$ cat src/design/tpd_pkg.sv
`timescale 1ns / 1ps

package tpd_pkg;

    // Fixed-point format of positions, gains and times
    localparam int FRAC_BITS = 16;

    localparam int MUL_A_W   = 51;   // signed multiplicand into the shared multiplier
    localparam int MUL_MAG_W = 50;   // its magnitude
    localparam int MUL_G_W   = 32;   // unsigned multiplier word
    localparam int MUL_ACC_W = MUL_MAG_W + MUL_G_W;
    localparam int MUL_RES_W = 52;   // signed, limited product
    localparam int DIGIT_W   = 4;    // multiplier bits retired per cycle
    localparam int DIGITS    = MUL_G_W / DIGIT_W;

    localparam int DIV_NUM_W = 50;
    localparam int DIV_DEN_W = 33;

    localparam logic [MUL_ACC_W-FRAC_BITS-1:0] PROD_LIMIT =
        (MUL_ACC_W-FRAC_BITS)'(1) << 50;

    localparam logic [DIV_NUM_W-1:0] NUM_PERIOD = DIV_NUM_W'(500000) << FRAC_BITS;

    localparam logic [16:0] BLEND_ONE   = 17'(1) << FRAC_BITS;
    localparam logic [30:0] GAIN_P_RST  = 31'(10) << FRAC_BITS;
    localparam logic [30:0] GAIN_I_RST  = 31'(50) << FRAC_BITS;
    localparam logic [30:0] GAIN_D_RST  = 31'(1) << (FRAC_BITS - 1);
    localparam logic [16:0] BLEND_RST   = 17'((2 << FRAC_BITS) / 5);
    localparam logic [30:0] SPEED_RST   = 31'(1) << FRAC_BITS;

    localparam int SENSOR_SHIFT = 22 - FRAC_BITS;
    localparam logic signed [63:0] SENSOR_MUL = 64'sd1638;

    localparam logic signed [63:0] S32_MAX = 64'sd2147483647;
    localparam logic signed [63:0] S32_MIN = -64'sd2147483648;
    localparam logic signed [63:0] S48_MAX = (64'sd1 <<< 47) - 64'sd1;
    localparam logic signed [63:0] S48_MIN = -(64'sd1 <<< 47);

    // Configuration register indexes
    localparam logic [2:0] REG_OFFSET_X = 3'd0;
    localparam logic [2:0] REG_OFFSET_Y = 3'd1;
    localparam logic [2:0] REG_OFFSET_Z = 3'd2;
    localparam logic [2:0] REG_GAIN_P   = 3'd3;
    localparam logic [2:0] REG_GAIN_I   = 3'd4;
    localparam logic [2:0] REG_GAIN_D   = 3'd5;
    localparam logic [2:0] REG_BLEND    = 3'd6;
    localparam logic [2:0] REG_MAXSPEED = 3'd7;

    typedef enum logic [3:0] {
        ST_IDLE,
        ST_GLITCH,
        ST_PRED,
        ST_BLEND,
        ST_INTEG,
        ST_DERIV,
        ST_PROP,
        ST_INTG_G,
        ST_DERV_G,
        ST_MOTOR,
        ST_FINISH
    } state_t;

    typedef struct packed {
        logic                        start;
        logic signed [MUL_A_W-1:0]   a;
        logic [MUL_G_W-1:0]          g;
    } mul_req_t;

    typedef struct packed {
        logic                        start;
        logic [DIV_NUM_W-1:0]        num;
        logic [DIV_DEN_W-1:0]        den;
    } div_req_t;

    function automatic logic signed [31:0] sat32(input logic signed [63:0] v);
        if (v > S32_MAX)
            return 32'sh7FFFFFFF;
        else if (v < S32_MIN)
            return 32'sh80000000;
        else
            return v[31:0];
    endfunction

    function automatic logic signed [47:0] sat48(input logic signed [63:0] v);
        if (v > S48_MAX)
            return S48_MAX[47:0];
        else if (v < S48_MIN)
            return S48_MIN[47:0];
        else
            return v[47:0];
    endfunction

    // raw * 1638 * 2^F / 2^22 rounded down, minus offset, saturated
    function automatic logic signed [31:0] scale_sensor(input logic signed [15:0] raw,
                                                        input logic signed [31:0] offs);
        logic signed [63:0] prod;
        prod = (64'(raw) * SENSOR_MUL) >>> SENSOR_SHIFT;
        return sat32(prod - 64'(offs));
    endfunction

endpackage

$ cat src/design/tpd_mul.sv
`timescale 1ns / 1ps

// Shared multiplier: sign(a) * min(trunc(|a| * g / 2^F), 2^50).
// Four multiplier bits per cycle, then a final step shifts and limits the product.
module tpd_mul
    import tpd_pkg::*;
(
    input  logic                        clk,
    input  logic                        rst_n,
    input  mul_req_t                    req,
    output logic                        done,
    output logic signed [MUL_RES_W-1:0] result
);

    logic                       busy_reg, busy_next;
    logic [3:0]                 cnt_reg, cnt_next;
    logic [MUL_MAG_W-1:0]       m_reg, m_next;
    logic                       neg_reg, neg_next;
    logic [MUL_G_W-1:0]         g_reg, g_next;
    logic [MUL_ACC_W-1:0]       acc_reg, acc_next;
    logic                       done_reg, done_next;
    logic signed [MUL_RES_W-1:0] res_reg, res_next;

    logic [MUL_ACC_W-FRAC_BITS-1:0] shifted;
    logic [MUL_ACC_W-FRAC_BITS-1:0] limited;
    logic [MUL_A_W-1:0]             a_mag;

    assign shifted = acc_reg[MUL_ACC_W-1:FRAC_BITS];
    assign limited = (shifted > PROD_LIMIT) ? PROD_LIMIT : shifted;
    assign a_mag   = req.a[MUL_A_W-1] ? MUL_A_W'(-req.a) : MUL_A_W'(req.a);

    // Digit step and finish
    always_comb
    begin
        busy_next = busy_reg;
        cnt_next  = cnt_reg;
        m_next    = m_reg;
        neg_next  = neg_reg;
        g_next    = g_reg;
        acc_next  = acc_reg;
        done_next = 1'b0;
        res_next  = res_reg;
        if (req.start)
        begin
            busy_next = 1'b1;
            cnt_next  = '0;
            m_next    = a_mag[MUL_MAG_W-1:0];
            neg_next  = req.a[MUL_A_W-1];
            g_next    = req.g;
            acc_next  = '0;
        end
        else if (busy_reg)
        begin
            if (cnt_reg == 4'(DIGITS))
            begin
                busy_next = 1'b0;
                done_next = 1'b1;
                res_next  = neg_reg ? -$signed(MUL_RES_W'(limited))
                                    : $signed(MUL_RES_W'(limited));
            end
            else
            begin
                acc_next = (acc_reg << DIGIT_W)
                         + MUL_ACC_W'(m_reg) * g_reg[MUL_G_W-1 -: DIGIT_W];
                g_next   = g_reg << DIGIT_W;
                cnt_next = cnt_reg + 4'd1;
            end
        end
    end

    always_ff @(posedge clk or negedge rst_n)
    begin
        if (!rst_n)
        begin
            busy_reg <= 1'b0;
            done_reg <= 1'b0;
            cnt_reg  <= '0;
        end
        else
        begin
            busy_reg <= busy_next;
            done_reg <= done_next;
            cnt_reg  <= cnt_next;
        end
    end

    always_ff @(posedge clk)
    begin
        m_reg   <= m_next;
        neg_reg <= neg_next;
        g_reg   <= g_next;
        acc_reg <= acc_next;
        res_reg <= res_next;
    end

    assign done   = done_reg;
    assign result = res_reg;

endmodule

$ cat src/design/tpd_div.sv
`timescale 1ns / 1ps

// Shared unsigned restoring divider, one quotient bit per cycle.
module tpd_div
    import tpd_pkg::*;
(
    input  logic                 clk,
    input  logic                 rst_n,
    input  div_req_t             req,
    output logic                 done,
    output logic [DIV_NUM_W-1:0] quot
);

    logic                   busy_reg, busy_next;
    logic [5:0]             cnt_reg, cnt_next;
    logic [DIV_DEN_W:0]     rem_reg, rem_next;
    logic [DIV_NUM_W-1:0]   num_reg, num_next;
    logic [DIV_DEN_W-1:0]   den_reg, den_next;
    logic                   done_reg, done_next;

    logic [DIV_DEN_W:0]     trial;
    logic                   fits;

    assign trial = {rem_reg[DIV_DEN_W-1:0], num_reg[DIV_NUM_W-1]};
    assign fits  = trial >= {1'b0, den_reg};

    always_comb
    begin
        busy_next = busy_reg;
        cnt_next  = cnt_reg;
        rem_next  = rem_reg;
        num_next  = num_reg;
        den_next  = den_reg;
        done_next = 1'b0;
        if (req.start)
        begin
            busy_next = 1'b1;
            cnt_next  = '0;
            rem_next  = '0;
            num_next  = req.num;
            den_next  = req.den;
        end
        else if (busy_reg)
        begin
            rem_next = fits ? trial - {1'b0, den_reg} : trial;
            num_next = {num_reg[DIV_NUM_W-2:0], fits};
            cnt_next = cnt_reg + 6'd1;
            if (cnt_reg == 6'(DIV_NUM_W - 1))
            begin
                busy_next = 1'b0;
                done_next = 1'b1;
            end
        end
    end

    always_ff @(posedge clk or negedge rst_n)
    begin
        if (!rst_n)
        begin
            busy_reg <= 1'b0;
            done_reg <= 1'b0;
            cnt_reg  <= '0;
        end
        else
        begin
            busy_reg <= busy_next;
            done_reg <= done_next;
            cnt_reg  <= cnt_next;
        end
    end

    always_ff @(posedge clk)
    begin
        rem_reg <= rem_next;
        num_reg <= num_next;
        den_reg <= den_next;
    end

    assign done = done_reg;
    assign quot = num_reg;

endmodule

$ cat src/design/three_axis_filtered_pid_drive_top.sv
`timescale 1ns / 1ps

// Three-axis filtered PID drive, one controller tick per input item.
// s_axis: one tick (raw sensors, setpoints, feed velocities, stamp) in tdata.
// m_axis: one result per tick; tuser holds the status bit (1 = bad data,
//   tick skipped), tdata the x direction, step period/duty, estimate and drive.
// cfg: register writes (index, data), always ready; write only while idle.
// Work: a good tick runs 19 products on the shared multiplier and 4 divisions
//   (three derivatives and the step period; the duty is half the period
//   quotient). A zero dt or zero speed skips that division. One tick is in
//   work at a time; s_axis_tready is high only while the sequencer is idle.
// The result sits in an output register; the next tick is accepted while it
//   waits, and a stalled receiver only holds that tick at its finish step.
// Reset clears estimates, drives, integrals and stamp, sets direction forward
//   and loads the default gains.
module three_axis_filtered_pid_drive_top
    import tpd_pkg::*;
(
    input  logic          clk,
    input  logic          rst_n,
    input  logic          s_axis_tvalid,
    output logic          s_axis_tready,
    // raw_x, raw_y, raw_z, target_x/y/z, feed_x/y/z, stamp
    input  logic [271:0]  s_axis_tdata,
    output logic          m_axis_tvalid,
    input  logic          m_axis_tready,
    // direction, direction_changed, step_period, step_duty, estimate_x, drive_x, zero pad
    output logic [135:0]  m_axis_tdata,
    // status
    output logic          m_axis_tuser,
    input  logic          cfg_valid,
    output logic          cfg_ready,
    input  logic [2:0]    cfg_index,
    input  logic [31:0]   cfg_data
);

    state_t state_reg, state_next;

    // configuration
    logic signed [31:0] offset_reg [3];
    logic [30:0] gain_p_reg, gain_i_reg, gain_d_reg, max_speed_reg;
    logic [16:0] blend_reg;

    // latched tick
    logic signed [15:0] raw_reg    [3], raw_next    [3];
    logic signed [31:0] target_reg [3], target_next [3];
    logic signed [31:0] feed_reg   [3], feed_next   [3];
    logic [31:0] dt_reg, dt_next, prev_stamp_reg, prev_stamp_next;

    // controller state
    logic signed [31:0] est_reg   [3], est_next   [3];
    logic signed [31:0] drv_reg   [3], drv_next   [3];
    logic signed [31:0] perr_reg  [3], perr_next  [3];
    logic signed [47:0] integ_reg [3], integ_next [3];
    logic dir_reg, dir_next;

    // working registers
    logic [1:0] axis_reg, axis_next;
    logic issued_reg, issued_next;
    logic bad_reg, bad_next;
    logic dneg_reg, dneg_next;
    logic chg_reg, chg_next;
    logic signed [31:0] pred_reg, pred_next, err_reg, err_next;
    logic signed [49:0] deriv_reg, deriv_next;
    logic signed [53:0] acc_reg, acc_next;
    logic [31:0] period_reg, period_next, duty_reg, duty_next;

    // output register
    logic out_valid_reg, out_valid_next;
    logic [135:0] out_data_reg, out_data_next;
    logic out_user_reg, out_user_next;

    mul_req_t mul_req;
    div_req_t div_req;
    logic mul_done, div_done;
    logic signed [MUL_RES_W-1:0] mul_res;
    logic [DIV_NUM_W-1:0] div_quot;

    logic in_fire, out_free;
    logic signed [31:0] sensor_cur;
    logic signed [33:0] glitch_diff;
    logic [33:0] glitch_mag;
    logic glitch_bad;
    logic [16:0] blend_eff;
    logic signed [33:0] motor_v;
    logic [32:0] speed;
    logic signed [63:0] diff64;
    logic [63:0] dmag64;

    tpd_mul u_mul (
        .clk    (clk),
        .rst_n  (rst_n),
        .req    (mul_req),
        .done   (mul_done),
        .result (mul_res)
    );

    tpd_div u_div (
        .clk   (clk),
        .rst_n (rst_n),
        .req   (div_req),
        .done  (div_done),
        .quot  (div_quot)
    );

    assign s_axis_tready = (state_reg == ST_IDLE);
    assign in_fire       = s_axis_tvalid && s_axis_tready;
    assign out_free      = !out_valid_reg || m_axis_tready;
    assign cfg_ready     = 1'b1;

    // shared terms
    assign sensor_cur  = scale_sensor(raw_reg[axis_reg], offset_reg[axis_reg]);
    assign glitch_diff = 34'(sensor_cur) - 34'(est_reg[0]);
    assign glitch_mag  = glitch_diff[33] ? 34'(-glitch_diff) : 34'(glitch_diff);
    assign glitch_bad  = $signed({18'd0, glitch_mag}) > mul_res;
    assign blend_eff   = (blend_reg > BLEND_ONE) ? BLEND_ONE : blend_reg;
    assign motor_v     = -34'(feed_reg[0]) - 34'(drv_reg[0]);
    assign speed       = motor_v[33] ? 33'(-motor_v) : 33'(motor_v);
    assign diff64      = 64'(err_reg) - 64'(perr_reg[axis_reg]);
    assign dmag64      = diff64[63] ? 64'(-diff64) : 64'(diff64);

    // next state
    always_comb
    begin
        state_next = state_reg;
        unique case (state_reg)
            ST_IDLE:
                if (in_fire)
                    state_next = ST_GLITCH;
            ST_GLITCH:
                if (issued_reg && mul_done)
                    state_next = glitch_bad ? ST_FINISH : ST_PRED;
            ST_PRED:
                if (issued_reg && mul_done)
                    state_next = ST_BLEND;
            ST_BLEND:
                if (issued_reg && mul_done)
                    state_next = ST_INTEG;
            ST_INTEG:
                if (issued_reg && mul_done)
                    state_next = ST_DERIV;
            ST_DERIV:
                if (dt_reg == '0 || (issued_reg && div_done))
                    state_next = ST_PROP;
            ST_PROP:
                if (issued_reg && mul_done)
                    state_next = ST_INTG_G;
            ST_INTG_G:
                if (issued_reg && mul_done)
                    state_next = ST_DERV_G;
            ST_DERV_G:
                if (issued_reg && mul_done)
                    state_next = (axis_reg == 2'd2) ? ST_MOTOR : ST_PRED;
            ST_MOTOR:
                if (speed == '0 || (issued_reg && div_done))
                    state_next = ST_FINISH;
            ST_FINISH:
                if (out_free)
                    state_next = ST_IDLE;
            default:
                state_next = ST_IDLE;
        endcase
    end

    // datapath and unit requests
    always_comb
    begin
        raw_next        = raw_reg;
        target_next     = target_reg;
        feed_next       = feed_reg;
        dt_next         = dt_reg;
        prev_stamp_next = prev_stamp_reg;
        est_next        = est_reg;
        drv_next        = drv_reg;
        perr_next       = perr_reg;
        integ_next      = integ_reg;
        dir_next        = dir_reg;
        axis_next       = axis_reg;
        issued_next     = issued_reg;
        bad_next        = bad_reg;
        dneg_next       = dneg_reg;
        chg_next        = chg_reg;
        pred_next       = pred_reg;
        err_next        = err_reg;
        deriv_next      = deriv_reg;
        acc_next        = acc_reg;
        period_next     = period_reg;
        duty_next       = duty_reg;
        out_data_next   = out_data_reg;
        out_user_next   = out_user_reg;
        out_valid_next  = out_valid_reg && !m_axis_tready;
        mul_req         = '0;
        div_req         = '0;

        unique case (state_reg)
            ST_IDLE:
                if (in_fire)
                begin
                    for (int i = 0; i < 3; i++)
                    begin
                        raw_next[i]    = s_axis_tdata[16*i +: 16];
                        target_next[i] = s_axis_tdata[48 + 32*i +: 32];
                        feed_next[i]   = s_axis_tdata[144 + 32*i +: 32];
                    end
                    dt_next         = s_axis_tdata[271:240] - prev_stamp_reg;
                    prev_stamp_next = s_axis_tdata[271:240];
                    axis_next       = '0;
                    issued_next     = 1'b0;
                    bad_next        = 1'b0;
                end
            ST_GLITCH:
                // max_speed * dt / 2^F against the magnitude of the x sensor minus the x estimate
                if (!issued_reg)
                begin
                    mul_req.start = 1'b1;
                    mul_req.a     = MUL_A_W'($signed({1'b0, dt_reg}));
                    mul_req.g     = {1'b0, max_speed_reg};
                    issued_next   = 1'b1;
                end
                else if (mul_done)
                begin
                    issued_next = 1'b0;
                    if (glitch_bad)
                    begin
                        bad_next    = 1'b1;
                        chg_next    = 1'b0;
                        period_next = '0;
                        duty_next   = '0;
                    end
                end
            ST_PRED:
                if (!issued_reg)
                begin
                    mul_req.start = 1'b1;
                    mul_req.a     = MUL_A_W'(sat32(64'(feed_reg[axis_reg])
                                                   + 64'(drv_reg[axis_reg])));
                    mul_req.g     = dt_reg;
                    issued_next   = 1'b1;
                end
                else if (mul_done)
                begin
                    issued_next = 1'b0;
                    pred_next   = sat32(64'(est_reg[axis_reg]) + 64'(mul_res));
                end
            ST_BLEND:
                if (!issued_reg)
                begin
                    mul_req.start = 1'b1;
                    mul_req.a     = MUL_A_W'(64'(sensor_cur) - 64'(pred_reg));
                    mul_req.g     = MUL_G_W'(blend_eff);
                    issued_next   = 1'b1;
                end
                else if (mul_done)
                begin
                    issued_next        = 1'b0;
                    est_next[axis_reg] = sat32(64'(pred_reg) + 64'(mul_res));
                    err_next           = sat32(64'(target_reg[axis_reg])
                                               - 64'(est_next[axis_reg]));
                end
            ST_INTEG:
                if (!issued_reg)
                begin
                    mul_req.start = 1'b1;
                    mul_req.a     = MUL_A_W'(err_reg);
                    mul_req.g     = dt_reg;
                    issued_next   = 1'b1;
                end
                else if (mul_done)
                begin
                    issued_next          = 1'b0;
                    integ_next[axis_reg] = sat48(64'(integ_reg[axis_reg]) + 64'(mul_res));
                end
            ST_DERIV:
                // (err - prev_err) * 2^F / dt, truncated toward zero
                if (dt_reg == '0)
                begin
                    deriv_next          = '0;
                    perr_next[axis_reg] = err_reg;
                end
                else if (!issued_reg)
                begin
                    div_req.start = 1'b1;
                    div_req.num   = DIV_NUM_W'(dmag64 << FRAC_BITS);
                    div_req.den   = {1'b0, dt_reg};
                    dneg_next     = diff64[63];
                    issued_next   = 1'b1;
                end
                else if (div_done)
                begin
                    issued_next         = 1'b0;
                    deriv_next          = dneg_reg ? -$signed(div_quot) : $signed(div_quot);
                    perr_next[axis_reg] = err_reg;
                end
            ST_PROP:
                if (!issued_reg)
                begin
                    mul_req.start = 1'b1;
                    mul_req.a     = MUL_A_W'(err_reg);
                    mul_req.g     = {1'b0, gain_p_reg};
                    issued_next   = 1'b1;
                end
                else if (mul_done)
                begin
                    issued_next = 1'b0;
                    acc_next    = 54'(mul_res);
                end
            ST_INTG_G:
                if (!issued_reg)
                begin
                    mul_req.start = 1'b1;
                    mul_req.a     = MUL_A_W'(integ_reg[axis_reg]);
                    mul_req.g     = {1'b0, gain_i_reg};
                    issued_next   = 1'b1;
                end
                else if (mul_done)
                begin
                    issued_next = 1'b0;
                    acc_next    = acc_reg + 54'(mul_res);
                end
            ST_DERV_G:
                if (!issued_reg)
                begin
                    mul_req.start = 1'b1;
                    mul_req.a     = MUL_A_W'(deriv_reg);
                    mul_req.g     = {1'b0, gain_d_reg};
                    issued_next   = 1'b1;
                end
                else if (mul_done)
                begin
                    issued_next        = 1'b0;
                    drv_next[axis_reg] = sat32(64'(acc_reg) + 64'(mul_res));
                    if (axis_reg != 2'd2)
                        axis_next = axis_reg + 2'd1;
                end
            ST_MOTOR:
                // period from one divide, duty is half that quotient
                if (speed == '0)
                begin
                    period_next = '1;
                    duty_next   = '1;
                    chg_next    = (!motor_v[33]) != dir_reg;
                    dir_next    = !motor_v[33];
                end
                else if (!issued_reg)
                begin
                    div_req.start = 1'b1;
                    div_req.num   = NUM_PERIOD;
                    div_req.den   = speed;
                    issued_next   = 1'b1;
                end
                else if (div_done)
                begin
                    issued_next = 1'b0;
                    period_next = (div_quot > DIV_NUM_W'(32'hFFFFFFFF)) ? '1 : div_quot[31:0];
                    duty_next   = ((div_quot >> 1) > DIV_NUM_W'(32'hFFFFFFFF))
                                  ? '1 : div_quot[32:1];
                    chg_next    = (!motor_v[33]) != dir_reg;
                    dir_next    = !motor_v[33];
                end
            ST_FINISH:
                if (out_free)
                begin
                    out_valid_next = 1'b1;
                    out_user_next  = bad_reg;
                    out_data_next  = {6'd0, drv_reg[0], est_reg[0], duty_reg, period_reg,
                                      chg_reg, dir_reg};
                end
            default:
            begin
            end
        endcase
    end

    // configuration writes
    always_ff @(posedge clk or negedge rst_n)
    begin
        if (!rst_n)
        begin
            offset_reg[0] <= '0;
            offset_reg[1] <= '0;
            offset_reg[2] <= '0;
            gain_p_reg    <= GAIN_P_RST;
            gain_i_reg    <= GAIN_I_RST;
            gain_d_reg    <= GAIN_D_RST;
            blend_reg     <= BLEND_RST;
            max_speed_reg <= SPEED_RST;
        end
        else if (cfg_valid)
        begin
            unique case (cfg_index)
                REG_OFFSET_X: offset_reg[0] <= cfg_data;
                REG_OFFSET_Y: offset_reg[1] <= cfg_data;
                REG_OFFSET_Z: offset_reg[2] <= cfg_data;
                REG_GAIN_P:   gain_p_reg    <= cfg_data[30:0];
                REG_GAIN_I:   gain_i_reg    <= cfg_data[30:0];
                REG_GAIN_D:   gain_d_reg    <= cfg_data[30:0];
                REG_BLEND:    blend_reg     <= cfg_data[16:0];
                REG_MAXSPEED: max_speed_reg <= cfg_data[30:0];
                default:
                begin
                end
            endcase
        end
    end

    // control and controller state
    always_ff @(posedge clk or negedge rst_n)
    begin
        if (!rst_n)
        begin
            state_reg      <= ST_IDLE;
            prev_stamp_reg <= '0;
            dir_reg        <= 1'b1;
            axis_reg       <= '0;
            issued_reg     <= 1'b0;
            bad_reg        <= 1'b0;
            out_valid_reg  <= 1'b0;
            for (int i = 0; i < 3; i++)
            begin
                est_reg[i]   <= '0;
                drv_reg[i]   <= '0;
                perr_reg[i]  <= '0;
                integ_reg[i] <= '0;
            end
        end
        else
        begin
            state_reg      <= state_next;
            prev_stamp_reg <= prev_stamp_next;
            dir_reg        <= dir_next;
            axis_reg       <= axis_next;
            issued_reg     <= issued_next;
            bad_reg        <= bad_next;
            out_valid_reg  <= out_valid_next;
            est_reg        <= est_next;
            drv_reg        <= drv_next;
            perr_reg       <= perr_next;
            integ_reg      <= integ_next;
        end
    end

    // payload
    always_ff @(posedge clk)
    begin
        raw_reg      <= raw_next;
        target_reg   <= target_next;
        feed_reg     <= feed_next;
        dt_reg       <= dt_next;
        dneg_reg     <= dneg_next;
        chg_reg      <= chg_next;
        pred_reg     <= pred_next;
        err_reg      <= err_next;
        deriv_reg    <= deriv_next;
        acc_reg      <= acc_next;
        period_reg   <= period_next;
        duty_reg     <= duty_next;
        out_data_reg <= out_data_next;
        out_user_reg <= out_user_next;
    end

    assign m_axis_tvalid = out_valid_reg;
    assign m_axis_tdata  = out_data_reg;
    assign m_axis_tuser  = out_user_reg;

endmodule
$ cat config.mk
export PLATFORM = sky130hd
export DESIGN_NAME = three_axis_filtered_pid_drive_top
export DESIGN_NICKNAME = d
export VERILOG_FILES = /design/src/design/tpd_pkg.sv /design/src/design/tpd_mul.sv /design/src/design/tpd_div.sv /design/src/design/three_axis_filtered_pid_drive_top.sv
export SDC_FILE = /design/constraint.sdc
export NUM_CORES = 2
export LEC_CHECK = 0
export BUFFER_PORTS_ARGS = -buffer_cell sky130_fd_sc_hd__buf_2
export CORE_UTILIZATION = 40
export CTS_CLUSTER_SIZE = 24
export DETAILED_ROUTE_END_ITERATION = 10
export GPL_ROUTABILITY_DRIVEN = 0
export PLACE_DENSITY_LB_ADDON = 0.12
export REMOVE_ABC_BUFFERS = 1
export SETUP_SLACK_MARGIN = 0.2
export SLEW_MARGIN = 25
export SYNTH_ARGS = -nofsm -noshare
export SYNTH_HDL_FRONTEND = slang
export SYNTH_SLANG_ARGS = --single-unit
$ cat constraint.sdc
create_clock -name clk -period 25.1 [get_ports clk]
set_input_delay 2.51 -clock clk [delete_from_list [all_inputs] [get_ports clk]]
set_output_delay 2.51 -clock clk [all_outputs]
set_load 0.02 [all_outputs]
# == Word level (Yosys, flattened, before mapping) ==
# Index checks and enable logic that the tools add are counted.
# classes
add_sub_neg,25
multipliers,2
magnitude_cmp,22
eq_ne,48
muxes,166
bitwise_logic,5
n_reduce_logical,53
# op_table
op,n
two-way mux 32 bit,45
two-way mux 84 bit,11
one-hot mux 84 bit (7 select lines),1
binary-select mux 32 bit (select 2 bit),7
two-way mux 48 bit,8
two-way mux 50 bit,6
bitwise mux 96 bit,3
two-way mux 96 bit,3
two-way mux 54 bit,4
one-hot mux 84 bit (2 select lines),1
bitwise mux 144 bit,1
subtractor 32 x 32 -> 33 bit,4
one-hot mux 32 bit (2 select lines),2
one-hot mux 54 bit (2 select lines),1
adder 32 x 52 -> 53 bit,2
"> comparator 53 x 32 -> 1 bit, second input constant",2
"less-than comparator 53 x 32 -> 1 bit, second input constant",2
two-way mux 52 bit,2
negator 50 bit,2
"> comparator 33 x 32 -> 1 bit, second input constant",3
"less-than comparator 33 x 32 -> 1 bit, second input constant",3
binary-select mux 48 bit (select 2 bit),1
demux 48 bit (select 2 bit),1
adder 82 x 54 -> 82 bit,1
75 further kinds,205
# totals
ff_bits,1695
in_bits,312
output_inout_bits,140
word_cells,382

# == Logic depth before layout (Yosys ltp) ==
# logic_depth
ltp_word,17
depth_mapped,79
ltp_nobuf,68

# == Modules after synthesis ==
# From an unflattened synthesis, not the netlist that was laid out.
# hier_totals
cells_unflattened,12381
hier_area_um2,117580.3
# modules_own_cells
module,instances,cells_each,area_each_um2,seq_area_each_um2
three_axis_filtered_pid_drive_top,1,9702,92015.8,36940.4
tpd_mul,1,2035,18704.2,5845.6
tpd_div,1,644,6860.3,3353.2

# == Worst setup path before layout ==
# OpenSTA, ideal clock, no wires.
# synth_timing
path_type,reg2reg
from,register axis_reg[0]
to,register chg_reg (enable)
setup_time_ns,0.413
t_arrival_ns,17.166
required_ns,24.687
slack_ns,7.520
stages_incl_launch_ff,74
path_buffers,11
period_less_slack_ns,17.580
cell_sequence,dfrtp_1 -> buf_2 -> buf_2 -> buf_1 -> buf_2 -> buf_2 -> buf_2 -> clkbuf_1 -> clkbuf_1 -> buf_1 -> mux2i_1 -> o21ai_0 -> ha_1 -> fa_1 -> fa_1 -> inv_1 -> fa_1 -> fa_1 -> [38 not listed] -> a31o_2 -> clkbuf_1 -> o21ai_0 -> ha_1 -> nor2b_1 -> o21a_1 -> o21a_1 -> o21a_1 -> o21a_1 -> o21a_1 -> o21ai_0 -> a21oi_1 -> o31a_1 -> o21ai_0 -> o211ai_1 -> a31oi_1 -> nor3_1 -> or2_2
# synth_between
elab_chain_len,15
word_cells_on_any_way,19
cone_classes,add/sub: 3; mul: 1; order compare: 3; eq/ne: 1; mux: 9; bitwise: 1; reduce/logical: 1
# synth_rtl
element,line_no,text
"start, declared",three_axis_filtered_pid_drive_top.sv:58,"logic [1:0] axis_reg, axis_next;"
"start signal, assigned",three_axis_filtered_pid_drive_top.sv:431,axis_reg <= axis_next;
inverter 2 -> 3 bit (implied by the code) (*),three_axis_filtered_pid_drive_top.sv:112,"assign sensor_cur = scale_sensor(raw_reg[axis_reg], offset_reg[axis_reg]);"
binary-select mux 16 bit (select 2 bit),three_axis_filtered_pid_drive_top.sv:112,
two-way mux 16 bit (implied by the code) (2 in series),three_axis_filtered_pid_drive_top.sv:112,
multiplier 16 x 11 -> 27 bit,tpd_pkg.sv:97,prod = (64'(raw) * SENSOR_MUL) >>> SENSOR_SHIFT;
subtractor 22 x 32 -> 33 bit (*),tpd_pkg.sv:98,return sat32(prod - 64'(offs));
less-than comparator 33 x 32 -> 1 bit,tpd_pkg.sv:78,else if (v < S32_MIN)
two-way mux 32 bit,tpd_pkg.sv:78,
two-way mux 32 bit (*),tpd_pkg.sv:76,if (v > S32_MAX)
subtractor 32 x 32 -> 33 bit (*),three_axis_filtered_pid_drive_top.sv:113,assign glitch_diff = 34'(sensor_cur) - 34'(est_reg[0]);
negator 33 -> 34 bit,three_axis_filtered_pid_drive_top.sv:114,assign glitch_mag = glitch_diff[33] ? 34'(-glitch_diff) : 34'(glitch_diff);
two-way mux 34 bit (*),three_axis_filtered_pid_drive_top.sv:114,
> comparator 35 x 52 -> 1 bit (*),three_axis_filtered_pid_drive_top.sv:115,"assign glitch_bad = $signed({18'd0, glitch_mag}) > mul_res;"
inequality test 2 bit (no source line) (*),--,
AND reduction 6 bit (no source line) (*),--,
"end signal, assigned",three_axis_filtered_pid_drive_top.sv:450,chg_reg <= chg_next;
"end, declared",three_axis_filtered_pid_drive_top.sv:62,"logic chg_reg, chg_next;"
# Mark *: on every way between the ends. The rest lies on a longest branch, timed or not. The select of a mux whose other input is x is not followed.
# A chain may end at the register's enable or synchronous reset.

# == Worst setup path after layout ==
# layout_timing
from,register axis_reg[0]
to,register period_reg[7] (enable)
# layout_between
elab_chain_len,15
word_cells_on_any_way,19
cone_classes,add/sub: 3; mul: 1; order compare: 3; eq/ne: 1; mux: 9; bitwise: 1; reduce/logical: 1
# layout_rtl
element,line_no,text
inverter 2 -> 3 bit (implied by the code) (*),three_axis_filtered_pid_drive_top.sv:112,
binary-select mux 16 bit (select 2 bit),three_axis_filtered_pid_drive_top.sv:112,
two-way mux 16 bit (implied by the code) (2 in series),three_axis_filtered_pid_drive_top.sv:112,
multiplier 16 x 11 -> 27 bit,tpd_pkg.sv:97,
subtractor 22 x 32 -> 33 bit (*),tpd_pkg.sv:98,
less-than comparator 33 x 32 -> 1 bit,tpd_pkg.sv:78,
two-way mux 32 bit,tpd_pkg.sv:78,
two-way mux 32 bit (*),tpd_pkg.sv:76,
subtractor 32 x 32 -> 33 bit (*),three_axis_filtered_pid_drive_top.sv:113,
negator 33 -> 34 bit,three_axis_filtered_pid_drive_top.sv:114,
two-way mux 34 bit (*),three_axis_filtered_pid_drive_top.sv:114,
> comparator 35 x 52 -> 1 bit (*),three_axis_filtered_pid_drive_top.sv:115,
inequality test 2 bit (no source line) (*),--,
AND reduction 6 bit (no source line) (*),--,
"end signal, assigned",three_axis_filtered_pid_drive_top.sv:455,period_reg <= period_next;
"end, declared",three_axis_filtered_pid_drive_top.sv:66,"logic [31:0] period_reg, period_next, duty_reg, duty_next;"
# Marks and branches as above.

==> out/metrics.cfg <==
[run_status]
status=finished clean

[detailed_routing]
first_iter_violations=9063
num_vias=95500
drc=0
wl_um=408000
vias_per_cell=5.92
ant_nets=0
first_pass_iters=9
routedWlPerCell_um=25.3

[hold_path]
worstHoldEndpoint=m_axis_tdata[16]$_DFFE_PP_
hold_path.startpoint=period_reg[14]$_SDFFCE_PN0P_
hold_depth=0
hold_path_class=reg2reg

[sta]
setup_viol=0
min_period_ns=17.91
rsz0062_at_grt=false
fmax_ghz=0.0558
report.final.slew_viol_count=0
maxSlewHeadroom_pct=22.0
finalHoldViolations=0
finalCritPeriodShare_pct=71.3
final.setup.worst_slack_ns=7.19
tightest_slew_ns=1.16
tns_ns=0
worst_clock_skew_ns=0.0870

[grt]
grt.total_usage_pct=27.6
grt_pass1_vias=92700
grt_pass1_wl_um=601000
grt_overflow=0
grt_start_max_net_pins=189
grt_antenna_before_repair=46

[clocking]
clk_latency_ns=0.92
htree_levels=4
post_cts_buffers=0
cts_sinks=1695
cts_hold_buf=0
cts_tree=done
ctsResizeCount=0
numCtsBuffers=201
cts_buffer_depth=4
clkTransAtPathRegs_ns=0.06
clk_root_buffer_cell=clkbuf_16

[setup_path]
cp_common_cell=o21a_1
cp.required_ns=25.64
critical_path.startpoint_type=register
critical_path_class=reg2reg
worstReg2RegEnd=period_reg[7]$_SDFFCE_PN0P_
r2r_cells=66
end_kind=register
arrival_ns=18.45
r2r_slack_ns=7.19
cpMaxStageDelayCell=o41ai_1
cp_max_fo=65
rr_startpoint=axis_reg[0]$_DFFE_PN0P_
cpPeakStageDelay_ns=0.81

[layout]
mostFrequentLayoutCell=nand2_1
largest_reg_flops=144
drive_above_1_share_pct=12.4
fin_util_pct=44.9
mostFrequentLayoutCells=1196 x nand2_1, 930 x o21ai_0, 855 x edfxtp_1
final_nets=13400
stdcell_count=16100
syn2layout_area_growth_pct=11.7

[synthesis]
seq_area_frac_synth_pct=40.3
yosysWarnings=0
synth_flop_cell=edfxtp_1
yosys.cell_types.count=107
synth_top_cell_by_area=edfxtp_1
synth_area_per_cell_um2=9.60
synthArstFlopShare_pct=42.8
synthTopCellsByArea=edfxtp_1 22%, dfrtp_1 15%, ha_1 7.6%
ys_ff_latch=1695
syn_inst=11900
synth.top_cell.area_share_pct=22.4
synth_edf_count=855
syn_area_mm2=0.114

[power]
ir_drop_mv=0.322
p_per_area_mw_per_mm2=112
leakagePower_nw=54.0

[die]
die_h_um=537
core-area_mm2=0.285
dieArea_mm2=0.288
pin_count=452
die_w_um=537
num_rows=196
initial_core_util_pct=40.2

[flow_run]
drv_cap=0

[placed_design]
dp_cells=15800
port_buffers=444
dp_hpwl_um=307000
pre_cts_ws_ns=7.53

[synth_stat cells, types with 33 or more instances]
cell and instances:
clkbuf_1 481, o21a_1 173, buf_1 58, nand4_1 107
or4_1 36, a222oi_1 56, mux2i_1 289, dfrtp_1 709
or2_2 53, a221o_1 33, nand2_1 1202, a21o_1 302
nand2b_1 100, edfxtp_1 855, nand3_1 203, mux2_2 379
ha_1 691, a21oi_1 854, o21bai_1 72, o21ai_0 936
a211oi_1 90, nor4_1 71, and2_1 125, fa_1 213
or3_1 69, inv_1 655, a31oi_1 85, o211ai_1 102
and3_1 90, nor3_1 194, a22oi_1 63, xor2_1 289
o22a_1 100, dfxtp_1 115, xnor2_1 405, nor2_1 833
o31ai_1 84, nor2b_1 81
[metrics by stage]
step	area, µm²	hold slack (ns)	power [mW]
5_1_grt	128000	0.417	15.2
3_5_place_dp	121000	0.405	11.1
4_1_cts	128000	0.417	14.3
2_1_floorplan	112000	0.400	8.75
6_report	128000	0.415	14.4
3_3_place_gp	121000	0.406	11.0
[cell families after synthesis]
| group | Yosys count | synth area share, % |
|---|---|---|
| fa+ha+maj | 933 | 11.5 |
| buf+inv | 1243 | 4.15 |
| other cells | 2 | 0.00656 |
| compound gates | 3396 | 19.0 |
| mux | 668 | 6.25 |
| simple gates | 3291 | 13.4 |
| xor+xnor | 694 | 5.31 |
| flops | 1695 | 40.3 |
[power by group]
group          switching, mW  total, mW  leakage [nW]  internal (mW)
sequential            0.0467       3.05          18.0           3.00
combinational           5.13       8.29          32.6           3.16
clock                   1.28       3.05          3.36           1.78
total                   6.46       14.4          54.0           7.93
[how the worst max path moves through the flow]
stage	from	endpoint	slack [ns]	depth (start not counted)
finish	axis_reg[0]$_DFFE_PN0P_	period_reg[7]$_SDFFCE_PN0P_	7.19	66
global route	axis_reg[0]$_DFFE_PN0P_	period_reg[8]$_SDFFCE_PN0P_	6.15	66
CTS	axis_reg[0]$_DFFE_PN0P_	duty_reg[7]$_SDFFCE_PN0P_	7.41	66
detailed placement	axis_reg[0]$_DFFE_PN0P_	duty_reg[6]$_SDFFCE_PN0P_	7.53	65
global placement	axis_reg[0]$_DFFE_PN0P_	duty_reg[7]$_SDFFCE_PN0P_	7.75	66
floorplan	axis_reg[0]$_DFFE_PN0P_	chg_reg$_SDFFCE_PN0P_	-18.50	61
[critical path, delay by kind of cell (launching register included)]
kind	cells	cell delay (ns)
adders and majority gates	9	3.56
DFF	1	0.64
buffers and inverters	4	0.96
AOI/OAI and AO/OA	37	8.85
and+or+nand+nor	14	2.76
xor gates and xnor gates	2	0.64
[routing by layer]
metal  up-vias  track usage (%)  wire (µm)
met5         -                0        334
met4        54             13.4      21500
met3       815             5.18      30900
met2      3588             44.2     185000
met1     47100             35.8     170000
li1      43900                -          -
[final cells by class]
type	instances	area, µm²
antenna	15	37.5
clock buffer	258	5540
clock inverter	116	1290
fill	27200	157000
inverter	660	2490
multi-input combinational	8990	63900
sequential	1695	46100
tap	3762	4710
timing repair buffer	644	3800
No activity file was read; power rests on OpenSTA's default activity.
